--- src/rtl/core/ssdh_pkg.sv ---
// ----------------------------------------------------------------------------
// ssdh_pkg
// Shared types, constants and helper functions for the stretch, superpixel
// demosaic and histogram block.
// ----------------------------------------------------------------------------
package ssdh_pkg;

  localparam int COUNT_BITS = 24;
  localparam int HIST_BINS  = 256;
  localparam int BIN_W      = $clog2(HIST_BINS);
  localparam int NUM_W      = 27;   // signed numerator width of the divider
  localparam int DEN_W      = 17;   // divisor width (1 .. 65536)
  localparam int CNT_W      = $clog2(NUM_W + 1);

  localparam logic [DEN_W-1:0] DenOne = DEN_W'(1);

  // floor(2^24 / 257) + 1: (x * BinRecip257) >> 24 equals x / 257 for any
  // 16-bit x.
  localparam logic [16:0] BinRecip257 = 17'd65281;

  typedef enum logic [1:0] {
    ACT_PROCESS = 2'd0,
    ACT_READ    = 2'd1,
    ACT_CLEAR   = 2'd2,
    ACT_RSVD    = 2'd3
  } ssdh_action_t;

  typedef enum logic [3:0] {
    CFG_BAYER_MODE   = 4'd0,
    CFG_SAMPLE_BYTES = 4'd1,
    CFG_BLACK_LEVEL  = 4'd2,
    CFG_WHITE_LEVEL  = 4'd3
  } ssdh_cfg_idx_t;

  typedef enum logic [2:0] {
    MODE_MONO = 3'd0,
    MODE_GBRG = 3'd1,
    MODE_RGGB = 3'd2,
    MODE_GRBG = 3'd3,
    MODE_BGGR = 3'd4
  } ssdh_mode_t;

  typedef enum logic [2:0] {
    OP_GRAY = 3'd0,
    OP_RED  = 3'd1,
    OP_BLUE = 3'd2,
    OP_G1   = 3'd3,
    OP_T    = 3'd4
  } ssdh_op_t;

  typedef enum logic [2:0] {
    S_CLEAR, S_IDLE, S_PREP, S_START, S_WAIT, S_HRD, S_HUPD, S_DONE
  } ssdh_state_t;

  typedef struct packed {
    logic [1:0]  action;
    logic [15:0] sample_top_left;
    logic [15:0] sample_top_right;
    logic [15:0] sample_bottom_left;
    logic [15:0] sample_bottom_right;
    logic [7:0]  bin_index;
  } ssdh_in_t;

  typedef struct packed {
    logic [7:0]            red;
    logic [7:0]            green;
    logic [7:0]            blue;
    logic [COUNT_BITS-1:0] bin_count;
  } ssdh_out_t;

  typedef struct packed {
    logic [2:0]  bayer_mode;
    logic [1:0]  sample_bytes;
    logic [15:0] black_level;
    logic [15:0] white_level;
  } ssdh_cfg_t;

  typedef struct packed {
    logic     capture;
    logic     div_start;
    ssdh_op_t op;
    logic     hist_rd;
    logic     hist_fin;
    logic     clr_step;
  } ssdh_cmd_t;

  typedef struct packed {
    logic [1:0] in_action;
    logic       in_colour;
    logic       bytes_ok;
    logic       div_done;
    logic       clr_last;
  } ssdh_stat_t;

  // Quad position of each colour role for a pattern: red, top green,
  // bottom green, blue.
  function automatic logic [1:0] quad_pos(input logic [2:0] mode, input ssdh_op_t op);
    logic [1:0] r, g1, g2, b;
    unique case (mode)
      MODE_GBRG: begin g1 = 2'd0; b = 2'd1; r = 2'd2; g2 = 2'd3; end
      MODE_RGGB: begin r = 2'd0; g1 = 2'd1; g2 = 2'd2; b = 2'd3; end
      MODE_GRBG: begin g1 = 2'd0; r = 2'd1; b = 2'd2; g2 = 2'd3; end
      default: begin b = 2'd0; g1 = 2'd1; g2 = 2'd2; r = 2'd3; end
    endcase
    case (op)
      OP_RED:  return r;
      OP_BLUE: return b;
      OP_G1:   return g1;
      OP_T:    return g2;
      default: return 2'd0;
    endcase
  endfunction

  // (x - black) scaled by 255 or by 1, as a signed numerator.
  function automatic logic signed [NUM_W-1:0] scale_diff(input logic [15:0] x,
      input logic [15:0] blk, input logic k255);
    logic signed [16:0]      diff;
    logic signed [NUM_W-1:0] d;
    diff = $signed({1'b0, x}) - $signed({1'b0, blk});
    d    = {{(NUM_W-17){diff[16]}}, diff};
    return k255 ? (d <<< 8) - d : d;
  endfunction

  function automatic logic [7:0] clamp8(input logic signed [NUM_W-1:0] v);
    if (v < 0) return 8'd0;
    if (v > NUM_W'(255)) return 8'd255;
    return v[7:0];
  endfunction

endpackage

--- src/rtl/core/ssdh_ctrl.sv ---
// ----------------------------------------------------------------------------
// ssdh_ctrl
// Sequencer: clearing sweep, division order per item, histogram access and
// result hand-over.
// ----------------------------------------------------------------------------
module ssdh_ctrl import ssdh_pkg::*; (
  input  logic       clk,
  input  logic       rst_n,
  input  logic       in_valid,
  input  logic       out_free,
  input  ssdh_stat_t stat,
  output ssdh_cmd_t  cmd,
  output logic       idle,
  output logic       emit
);

  ssdh_state_t state_r, state_nxt;
  ssdh_op_t    op_r, op_nxt;
  logic        emit_clr_r, emit_clr_nxt;

  always_comb begin
    state_nxt    = state_r;
    op_nxt       = op_r;
    emit_clr_nxt = emit_clr_r;
    unique case (state_r)
      S_CLEAR: if (stat.clr_last) begin
        state_nxt = emit_clr_r ? S_DONE : S_IDLE;
      end
      S_IDLE: if (in_valid) begin
        case (stat.in_action)
          ACT_READ: state_nxt = S_HRD;
          ACT_CLEAR: begin
            state_nxt    = S_CLEAR;
            emit_clr_nxt = 1'b1;
          end
          ACT_PROCESS: begin
            if (stat.bytes_ok) begin
              state_nxt = S_PREP;
              op_nxt    = stat.in_colour ? OP_RED : OP_GRAY;
            end else begin
              state_nxt = S_DONE;
            end
          end
          default: state_nxt = S_DONE;
        endcase
      end
      S_PREP:  state_nxt = S_START;
      S_START: state_nxt = S_WAIT;
      S_WAIT: if (stat.div_done) begin
        state_nxt = S_PREP;
        unique case (op_r)
          OP_RED:  op_nxt = OP_BLUE;
          OP_BLUE: op_nxt = OP_G1;
          OP_G1:   op_nxt = OP_T;
          default: state_nxt = S_HRD;
        endcase
      end
      S_HRD:  state_nxt = S_HUPD;
      S_HUPD: state_nxt = S_DONE;
      S_DONE: if (out_free) begin
        state_nxt    = S_IDLE;
        emit_clr_nxt = 1'b0;
      end
      default: state_nxt = S_IDLE;
    endcase
  end

  always_comb begin
    cmd           = '0;
    cmd.op        = op_r;
    cmd.capture   = (state_r == S_IDLE) && in_valid;
    cmd.div_start = (state_r == S_START);
    cmd.hist_rd   = (state_r == S_HRD);
    cmd.hist_fin  = (state_r == S_HUPD);
    cmd.clr_step  = (state_r == S_CLEAR);
    idle          = (state_r == S_IDLE);
    emit          = (state_r == S_DONE) && out_free;
  end

  always_ff @(posedge clk) begin
    if (!rst_n) begin
      state_r    <= S_CLEAR;
      op_r       <= OP_GRAY;
      emit_clr_r <= 1'b0;
    end else begin
      state_r    <= state_nxt;
      op_r       <= op_nxt;
      emit_clr_r <= emit_clr_nxt;
    end
  end

  a_wait_holds: assert property (@(posedge clk) disable iff (!rst_n)
    (state_r == S_WAIT && !stat.div_done) |=> (state_r == S_WAIT))
    else $error("sequencer left the divide wait early");

endmodule

--- config.mk ---
export PLATFORM = sky130hd
export DESIGN_NAME = ssdh_ctrl
export DESIGN_NICKNAME = d
export VERILOG_FILES = /design/src/rtl/core/ssdh_pkg.sv /design/src/rtl/core/ssdh_ctrl.sv
export SDC_FILE = /design/constraint.sdc
export NUM_CORES = 1
export LEC_CHECK = 0
export BUFFER_PORTS_ARGS = -buffer_cell sky130_fd_sc_hd__buf_4
export CAP_MARGIN = 20
export CORE_AREA = 2 2 39 41
export CTS_CLUSTER_DIAMETER = 40
export CTS_CLUSTER_SIZE = 40
export DETAILED_ROUTE_END_ITERATION = 10
export DIE_AREA = 0 0 41 43
export PLACE_DENSITY = 0.79
export SKIP_CTS_REPAIR_TIMING = 1
export SLEW_MARGIN = 20
export SYNTH_ARGS = -nofsm -noshare
export SYNTH_HDL_FRONTEND = slang
export SYNTH_SLANG_ARGS = --single-unit
--- constraint.sdc ---
create_clock -name clk -period 2.8 [get_ports clk]
set_input_delay 0.56 -clock clk [delete_from_list [all_inputs] [get_ports clk]]
set_output_delay 0.56 -clock clk [all_outputs]
set_load 0.1 [all_outputs]
# Word-level counts from Yosys, hierarchy flattened
# Cells that the tools add are included.
[op_classes]
n_eq_ne = 20
n_reduce_logical = 10
n_mux = 20
[op_table]
columns = ["cell", "count"]
rows = [
  ["$mux W3", 11],
  ["$pmux W3 S8", 1],
  ["$pmux W3 S3", 2],
  ["$eq A3 B2 Y1 const B", 4],
  ["$eq A3 B3 Y1 const B", 4],
  ["$ne A2 B2 Y1 const B", 5],
  ["$reduce_and A4 Y1", 2],
  ["$eq A3 B1 Y1 const B", 2],
  ["$pmux W3 S2", 1],
  ["$reduce_and A6 Y1", 1],
  ["$mux W1", 4],
  ["$ne A2 B1 Y1 const B", 2],
  ["$ne A4 B4 Y1 const B", 1],
  ["$reduce_bool A2 Y1", 2],
  ["$logic_not A3 Y1", 1],
  ["$reduce_or A3 Y1", 1],
  ["$eq A2 B1 Y1 const B", 1],
  ["$eq A2 B2 Y1 const B", 1],
  ["$logic_and A1 B1 Y1", 2],
  ["$logic_not A2 Y1", 1],
  ["$pmux W1 S2", 1],
]
[word_totals]
input_bits = 10
word_cells = 53
out_inout_bits = 10
register_bits = 7

# Logic depth before layout (Yosys ltp)
# Gate-level depths: netlist (run 1).
[depth]
depth_word = 5
ltp_mapped = 6
mapped_depth_nobuf = 6

# Least setup slack after synthesis (run 1)
# Ideal clock, no wire load.
[synth_timing]
path_kind = "flip-flop to flip-flop"
startpoint = "register state_r[2]"
endpoint = "register state_r[0]"
setup_slack_ps = -810
required_time_ps = 2740
arrival_ps = 3550
stages_incl_launch_ff = 7
n_path_buf = 2
cell_sequence = "dfxtp_1 -> buf_4 -> clkbuf_1 -> nor3b_1 -> o31ai_1 -> o2111ai_1 -> and3_1"
[synth_via]
elab_chain_cells = 3
[synth_rtl]
columns = ["element", "line", "text"]
rows = [
  ["from (decl)", "ssdh_ctrl.sv:17", "ssdh_state_t state_r, state_nxt;"],
  ["from (signal assigned)", "ssdh_ctrl.sv:86", "state_r <= state_nxt;"],
  ["$eq A3 B1 Y1 *", "-", ""],
  ["named net idle", "ssdh_ctrl.sv:13", "output logic idle,"],
  ["$ne A2 B2 Y1 (no source line)", "-", ""],
  ["$reduce_and A4 Y1 (no source line)", "-", ""],
]
# Mark *: on every way through the listed nets, which the timed path passes. The rest lies on a longest branch.
# A chain may end at the register's enable or synchronous reset.

# Worst setup path after layout (run 1)
[layout_timing]
startpoint = "register state_r[2]"
endpoint = "output emit"
[layout_via]
elab_chain_cells = 2
[layout_rtl]
columns = ["element", "line", "text"]
rows = [
  ["$eq A3 B3 Y1", "ssdh_ctrl.sv:77", "emit = (state_r == S_DONE) && out_free;"],
  ["$logic_and A1 B1 Y1", "ssdh_ctrl.sv:77", ""],
  ["to (decl)", "ssdh_ctrl.sv:14", "output logic emit"],
]
# Every way passes these cells.

==> impl_metrics.yaml, run 1 <==
outcome:
  status: "completed"
grt:
  grtUsageTotal_pct: 18.63
  antenna_found_initial: 0
  grt_first_pass_wirelength_mm: 2.159
  grt_pass1_vias: 479
  grt_start_max_net_pins: 19
  grt-ovfl-total: 0
clocking:
  cts.reportedPaths.clkPinSlew_ns: 0.06
  cts_buffer_depth: 2
  cts_made_buffers: 3
  clock-sinks: 7
  root_buffer: "clkbuf_4"
  cts_tree: "done"
  clkLatencyLatePin_ns: 0.26
  cts.htree.levels: 1
timing:
  fin_skew_ns: 0.001048
  slew_headroom_pct: 60.95
  finalSetupViolCount: 0
  rsz0062_at_grt: "no"
  slew_viol_final: 0
  hold_violations: 0
  fmax_mhz: 453.4
  tightest_slew_ns: 0.5850
  period_minus_slack_ns: 2.206
  fin_tns_setup_ns: 0
  period_share_pct: 78.77
synth:
  ys_types: 37
  synth_ff_type: "dfxtp_1"
  syn-mean-instance-area_sq_um: 8.590
  postSynthCellCount: 67
  yosysWarnings: 0
  yosysSeqAreaShare_pct: 24.35
  synth_edf_count: 0
  synthArstFlopShare_pct: 0
  ys_seq_elements: 7
  syn-cell-area_sq_um: 575.6
  syn_nets: 80
floorplan:
  dieWidth_microns: 41
  initial_core_util_pct: 41.59
  die-area_sq_um: 1763
  coreArea_sq_um: 1384
  dieHeight_microns: 43
  io_pins: 20
  rows: 14
worst_setup_path:
  worst_setup_path_start_kind: "flop"
  critical_path_class: "reg2out"
  end_kind: "output pin"
  arrival_ns: 1.65
  crit-reg2reg-launch: "state_r[2]"
  required_ns: 2.24
  worst-path-max-fanout: 18
  startpoint: "state_r[2]"
detailed_routing:
  drt_iter0_markers: 12
  drt-wirelength-per-cell_microns: 12.95
  finalWirelength_mm: 1.321
  via_count: 554
  dr.pass1.iters: 4
  drt.antenna.violating_nets: 0
  vias_per_cell: 5.431
  drc: 0
flow_run:
  cap_violations: 0
finish:
  drive_gt1_share_pct: 34.88
  antennaDiodeCount: 0
  final_common_cell: "buf_4"
  final_cell_mix: "buf_4 (19), dfxtp_1 (7), nand2_1 (5), nor2_1 (5), nor2b_1 (4)"
  final_nets: 100
  fin_util_pct: 54.70
  area_growth_pct: 31.52
  instances_no_fill: 102
power:
  p_per_area_nw_per_um2: 1022
  irDropWorstVdd_v: 0.0005436
  p_leak_nw: 0.3510
placement:
  port_buffers: 19
  hpwl_mm: 1.005
  place_congestion: 0.7410
  post-place-cells: 98
worst_hold_path:
  worstHoldPathType: "reg2reg"
  worstHoldStart: "emit_clr_r"
power breakdown:
part           internal (mW)  total (mW)  switching, mW
registers              0.120       0.205         0.0852
clock network         0.0525      0.0962         0.0437
logic                  0.164       0.472          0.308
metrics by stage:
step,hold WS (ns),power [mW],setup WS [ns],area [sq um]
after detailed placement,0.5463,0.6786,0.8465,729.5
after CTS,0.5545,0.7751,0.5973,757.0
after floorplan,0.4959,0.5985,0.06998,585.6
after global placement,0.5461,0.6699,0.9050,729.5
final,0.5429,0.7738,0.5945,757.0
after global routing,0.5582,0.8179,0.4373,757.0
layout make-up:
cell class / count / area (sq um)
clock inverters: 1 / 5.005
well taps: 16 / 20.02
flip-flops and latches: 7 / 140.1
fillers: 134 / 626.9
repair buffers: 19 / 142.6
inverters: 2 / 7.507
clock buffers: 3 / 22.52
multi-input cells: 54 / 419.2
cell usage after synthesis, drive strengths merged, types with 3 or more instances:
cell type  count  area [sq um]
dfxtp          7         140.1
nand2          5         18.77
nor2           5         18.77
nor2b          4         25.02
clkbuf         3         11.26
ha             3         37.54
mux2i          3         30.03
nor3b          3         22.52
cells by family (layout without fill, tap and decap cells):
group,after synthesis,after routing,share of synthesized area (%)
AOI/OAI and AO/OA,15,15,20.65
adders and majority gates,3,3,6.522
and+or+nand+nor,31,31,35.22
muxes,4,4,7.174
DFF,7,7,24.35
xor gates and xnor gates,1,1,1.522
buffers and inverters,6,25,4.566
sequential cells by signal (all words and copies together) (netlist names):
name	cells
emit_clr_r	1
state_r	3
op_r	3
worst paths after layout:
kind	slack (ns)	depth (start not counted)	to
max	0.59	3	emit
min	0.54	2	emit_clr_r
max reg2reg	0.83	4	op_r[0]
min reg2reg	0.54	2	emit_clr_r
worst max-delay path, stage by stage, from the launching register on:
cell	delay (ns)
dfxtp_1	0.69
nand2_1	0.18
nor2_1	0.20
buf_4	0.32
layer usage:
metal / part of all wire, % / global-route usage, %
met4: 0.83 / 6.000
met2: 49 / 27.19
met5: 0 / 0
met3: 4.9 / 9.424
met1: 45 / 23.05
Note: power is estimated with default switching activity, not from simulation.
==> run 2: changes to the inputs <==
==> constraint.sdc (replaced) <==
create_clock -name clk -period 2.1 [get_ports clk]
set_input_delay 0.42 -clock clk [delete_from_list [all_inputs] [get_ports clk]]
set_output_delay 0.42 -clock clk [all_outputs]
set_load 0.1 [all_outputs]
==> run 2 against run 1 <==
Non-clock buffer count grew 1; clock skew grew 0.0065 ns; die area did not move; clock power up 30%; setup slack worse by 0.52 ns; critical path depth down 1; sequential power increased by 19%; core utilization increased by 1.4 points; critical path type unchanged.
==> impl_metrics.yaml, run 2 (synthesis gave the netlist of run 1 again) <==
grt:
  grt_pass1_vias: 469
  grtUsageTotal_pct: 16.68
  antenna_found_initial: 0
  grt_first_pass_wirelength_mm: 1.994
  grt-ovfl-total: 0
  grt_start_max_net_pins: 19
worst_setup_path:
  worst_setup_path_start_kind: "flop"
  crit_slowest_cell: "dfxtp_1"
  path_cells: "and4bb_2 -> buf_4"
  end_kind: "output pin"
  r2r-end: "op_r[0]"
  cp_top_family: "flip-flops"
  ff2ff_setup_slack_ns: 0.34
  worstRegToRegCells: 4
  worst-path-max-fanout: 18
  critical_path_class: "reg2out"
  crit_buf_inv: 1
  max_stage_delay_ns: 0.68
  crit-reg2reg-launch: "state_r[0]"
  required_ns: 1.68
  arrival_ns: 1.60
detailed_routing:
  finalWirelength_mm: 1.309
  drt.antenna.violating_nets: 0
  dr.pass1.iters: 4
  drt-wirelength-per-cell_microns: 12.71
  via_count: 567
  drt_iter0_markers: 4
  vias_per_cell: 5.505
  drc: 0
placement:
  place_congestion: 0.7501
  port_buffers: 19
  hpwl_mm: 1.009
  pre_cts_ws_ns: 0.3533
finish:
  nFillCells: 132
  biggestRegsByFlops: "op_r x3, state_r x3, emit_clr_r x1"
  antennaDiodeCount: 0
  final_common_cell: "buf_4"
  drive_gt1_share_pct: 39.08
  final_nets: 101
  final_cell_mix: "buf_4 (20), dfxtp_1 (6), nand2_1 (5)"
  area_growth_pct: 34.78
clocking:
  cts_tree: "done"
  cts.htree.levels: 1
  clock-sinks: 7
  root_buffer: "clkbuf_4"
  cts_made_buffers: 3
  cts.reportedPaths.clkPinSlew_ns: 0.06
  cts_buffer_depth: 2
  clkLatencyLatePin_ns: 0.26
timing:
  fmax_mhz: 494.1
  tightest_slew_ns: 0.5725
  period_minus_slack_ns: 2.024
  slew_headroom_pct: 61.78
  fin_skew_ns: 0.007551
  hold_violations: 0
  slew_viol_final: 0
  period_share_pct: 96.37
  finalSetupViolCount: 0
  fin_tns_setup_ns: 0
  rsz0062_at_grt: "no"
  layout_setup_ws_ns: 0.07629
floorplan:
  dieWidth_microns: 41
  coreArea_sq_um: 1384
  rows: 14
  initial_core_util_pct: 41.59
  io_pins: 20
  dieHeight_microns: 43
  die-area_sq_um: 1763
outcome:
  status: "completed"
worst_hold_path:
  min_path_cells: 2
  worstHoldStart: "rst_n"
  worstHoldPathType: "in2reg"
  whs_endpoint: "state_r[1]"
power:
  irDropWorstVdd_v: 0.0008176
  p_per_area_nw_per_um2: 1350
  p_leak_nw: 0.3563
flow_run:
  cap_violations: 0
[run 2: worst max path at each step]
stage | from | slack, ns | endpoint | depth (start not counted)
2_1_floorplan | state_r[2] | -0.39 | state_r[0] | 6
3_3_place_gp | state_r[0] | 0.40 | op_r[0] | 4
3_5_place_dp | state_r[0] | 0.35 | op_r[0] | 4
4_1_cts | state_r[0] | 0.07 | cmd[7] | 2
5_1_grt | state_r[0] | 0.01 | cmd[7] | 2
6_report | state_r[0] | 0.08 | cmd[7] | 2
[run 2: final cells by class]
type                            count  area (sq um)  area share, %
Clock buffer                        3         22.52          2.903
Clock inverter                      1         5.005         0.6452
Inverter                            2         7.507         0.9677
Multi-Input combinational cell     54         429.2          55.32
Sequential cell                     7         141.4          18.23
Tap cell                           16         20.02          2.581
Timing Repair Buffer               20         150.1          19.35
[run 2: metrics by stage]
stage               hold WS, ns  instances  utilization (%)  area (sq um)  total power [mW]
floorplan                0.4959         67                -         595.6            0.8036
global placement         0.5611         99            53.98         747.0            0.9136
detailed placement       0.5695         99            53.98         747.0            0.9223
CTS                      0.4241        103            55.97         774.5             1.052
global route             0.4386        103            56.06         775.7             1.106
finish                   0.4256        103            56.06         775.7             1.047
[run 2: metal layers]
metal / part of all wire, % / track usage, %
met5: 0 / 0
met4: 0 / 2.000
met3: 4.6 / 7.853
met2: 51 / 25.94
met1: 45 / 20.97
[run 2: where the power goes]
part | switching (mW) | internal, mW
clock | 0.0556 | 0.0699
combinational | 0.447 | 0.231
sequential | 0.0821 | 0.162
total | 0.585 | 0.463
[run 2: worst register-to-register path: cells and delay by family (launching register included)]
family / cells / cell delay, ns
AOI/OAI and AO/OA: 1 / 0.14
DFF: 1 / 0.48
and+or+nand+nor: 3 / 1.09
==> run 3: changes to the inputs <==
==> constraint.sdc (replaced) <==
create_clock -name clk -period 2.1 [get_ports clk]
set_input_delay 0.21 -clock clk [delete_from_list [all_inputs] [get_ports clk]]
set_output_delay 0.21 -clock clk [all_outputs]
set_load 0.1 [all_outputs]
==> run 3 against run 2 <==
Final cell count is 0.97% higher; clock power hardly changed; first-iteration DRC count grew to 2.5 times the previous value; routed wire length is 5.4% higher; combinational power is 4.3% higher; setup slack better by 0.20 ns; sequential cell count stayed put; sequential power is 5% lower; largest cell class unchanged; highest routed layer is now met4.
==> impl_metrics.yaml, run 3 (synthesis gave the netlist of run 1 again) <==
finish:
  drive_gt1_share_pct: 37.50
  biggestRegsByFlops: "op_r x3, state_r x3, emit_clr_r x1"
  final_common_cell: "buf_4"
  instances_no_fill: 104
  area_growth_pct: 34.78
  antennaDiodeCount: 0
  final_nets: 102
  final_area_sq_um: 775.7
  final_cell_mix: "buf_4 (21), dfxtp_1 (7), nand2_1 (5)"
clocking:
  root_buffer: "clkbuf_4"
  cts.htree.levels: 1
  cts_buffer_depth: 2
  cts_made_buffers: 3
  cts_tree: "done"
  cts.reportedPaths.clkPinSlew_ns: 0.05
  clkLatencyLatePin_ns: 0.25
  clock-sinks: 7
grt:
  grt_pass1_vias: 496
  grtUsageTotal_pct: 18.61
  grt_start_max_net_pins: 19
  grt-ovfl-total: 0
  antenna_found_initial: 0
  grt_first_pass_wirelength_mm: 2.194
worst_setup_path:
  end_kind: "output pin"
  worst-path-max-fanout: 16
  worst_setup_path_start_kind: "flop"
  arrival_ns: 1.61
  required_ns: 1.89
  critical_path_class: "reg2out"
timing:
  finalSetupViolCount: 0
  fin_skew_ns: 0.004503
  hold_violations: 0
  slew_headroom_pct: 61.93
  hold_slack_ns: 0.2396
  tightest_slew_ns: 0.5703
  period_minus_slack_ns: 1.821
  slew_viol_final: 0
  fmax_mhz: 549.2
  rsz0062_at_grt: "no"
  period_share_pct: 86.71
floorplan:
  coreArea_sq_um: 1384
  io_pins: 20
  rows: 14
  dieWidth_microns: 41
  initial_core_util_pct: 41.59
  dieHeight_microns: 43
  die-area_sq_um: 1763
detailed_routing:
  via_count: 575
  dr.pass1.iters: 4
  drt.antenna.violating_nets: 0
  drc: 0
  drt-wirelength-per-cell_microns: 13.27
  drt_iter0_markers: 10
  finalWirelength_mm: 1.380
  vias_per_cell: 5.529
placement:
  hpwl_mm: 1.018
  port_buffers: 19
  place_congestion: 0.7965
  post-place-cells: 100
  place_area_sq_um: 749.5
power:
  p_per_area_nw_per_um2: 1372
  p_total_mw: 1.064
  irDropWorstVdd_v: 0.0009372
  p_leak_nw: 0.3582
flow_run:
  cap_violations: 0
worst_hold_path:
  worstHoldPathType: "in2reg"
outcome:
  status: "completed"
run 3: changes by cell type in the layout (fill, tap and decap cells not counted), sizes merged:
cell	previous run	this run
buf	20	21
clkbuf	3	4
clkinv	1	0
run 3: worst paths after layout:
check | startpoint | end | slack, ns | cells after the start
worst max-delay path | state_r[1] | emit | 0.28 | 3
worst min-delay path | rst_n | state_r[1] | 0.24 | 2
worst max register to register | state_r[1] | op_r[0] | 0.31 | 4
worst min register to register | emit_clr_r | emit_clr_r | 0.58 | 2
run 3: report_power, final:
part | internal [mW] | switching (mW) | total [mW]
registers | 0.160 | 0.0729 | 0.233
clock network | 0.0726 | 0.0513 | 0.124
logic | 0.243 | 0.464 | 0.707
total | 0.476 | 0.588 | 1.06
run 3: per-layer routing:
| metal | wire [microns] | global-route usage (%) | share of wire [%] | up-vias |
|---|---|---|---|---|
| li1 | - | - | - | 291 |
| met1 | 667 | 26.21 | 48 | 271 |
| met2 | 650 | 25.00 | 47 | 11 |
| met3 | 45 | 3.141 | 3.3 | 2 |
| met4 | 17 | 12.00 | 1.2 | 0 |
| met5 | 0 | 0 | 0 | - |
run 3: stage by stage:
step | utilization, % | worst slack, ns | setup TNS [ns]
2_1_floorplan | - | -0.3947 | -0.9443
3_3_place_gp | 54.16 | 0.4059 | 0
3_5_place_dp | 54.16 | 0.3248 | 0
4_1_cts | 56.06 | 0.3065 | 0
5_1_grt | 56.06 | 0.1502 | 0
6_report | 56.06 | 0.2790 | 0
run 3: critical path, cell delays in order (launching register included):
cell	delay, ns
dfxtp_1	0.66
nand2_1	0.23
nor2_2	0.17
buf_4	0.30
run 3: area by class of cell:
class                           instances  area [sq um]
Timing Repair Buffer                   21         157.7
Tap cell                               16         20.02
Sequential cell                         7         140.1
Fill cell                             125         608.1
Clock buffer                            4         26.28
Multi-Input combinational cell         54         424.2
Inverter                                2         7.507
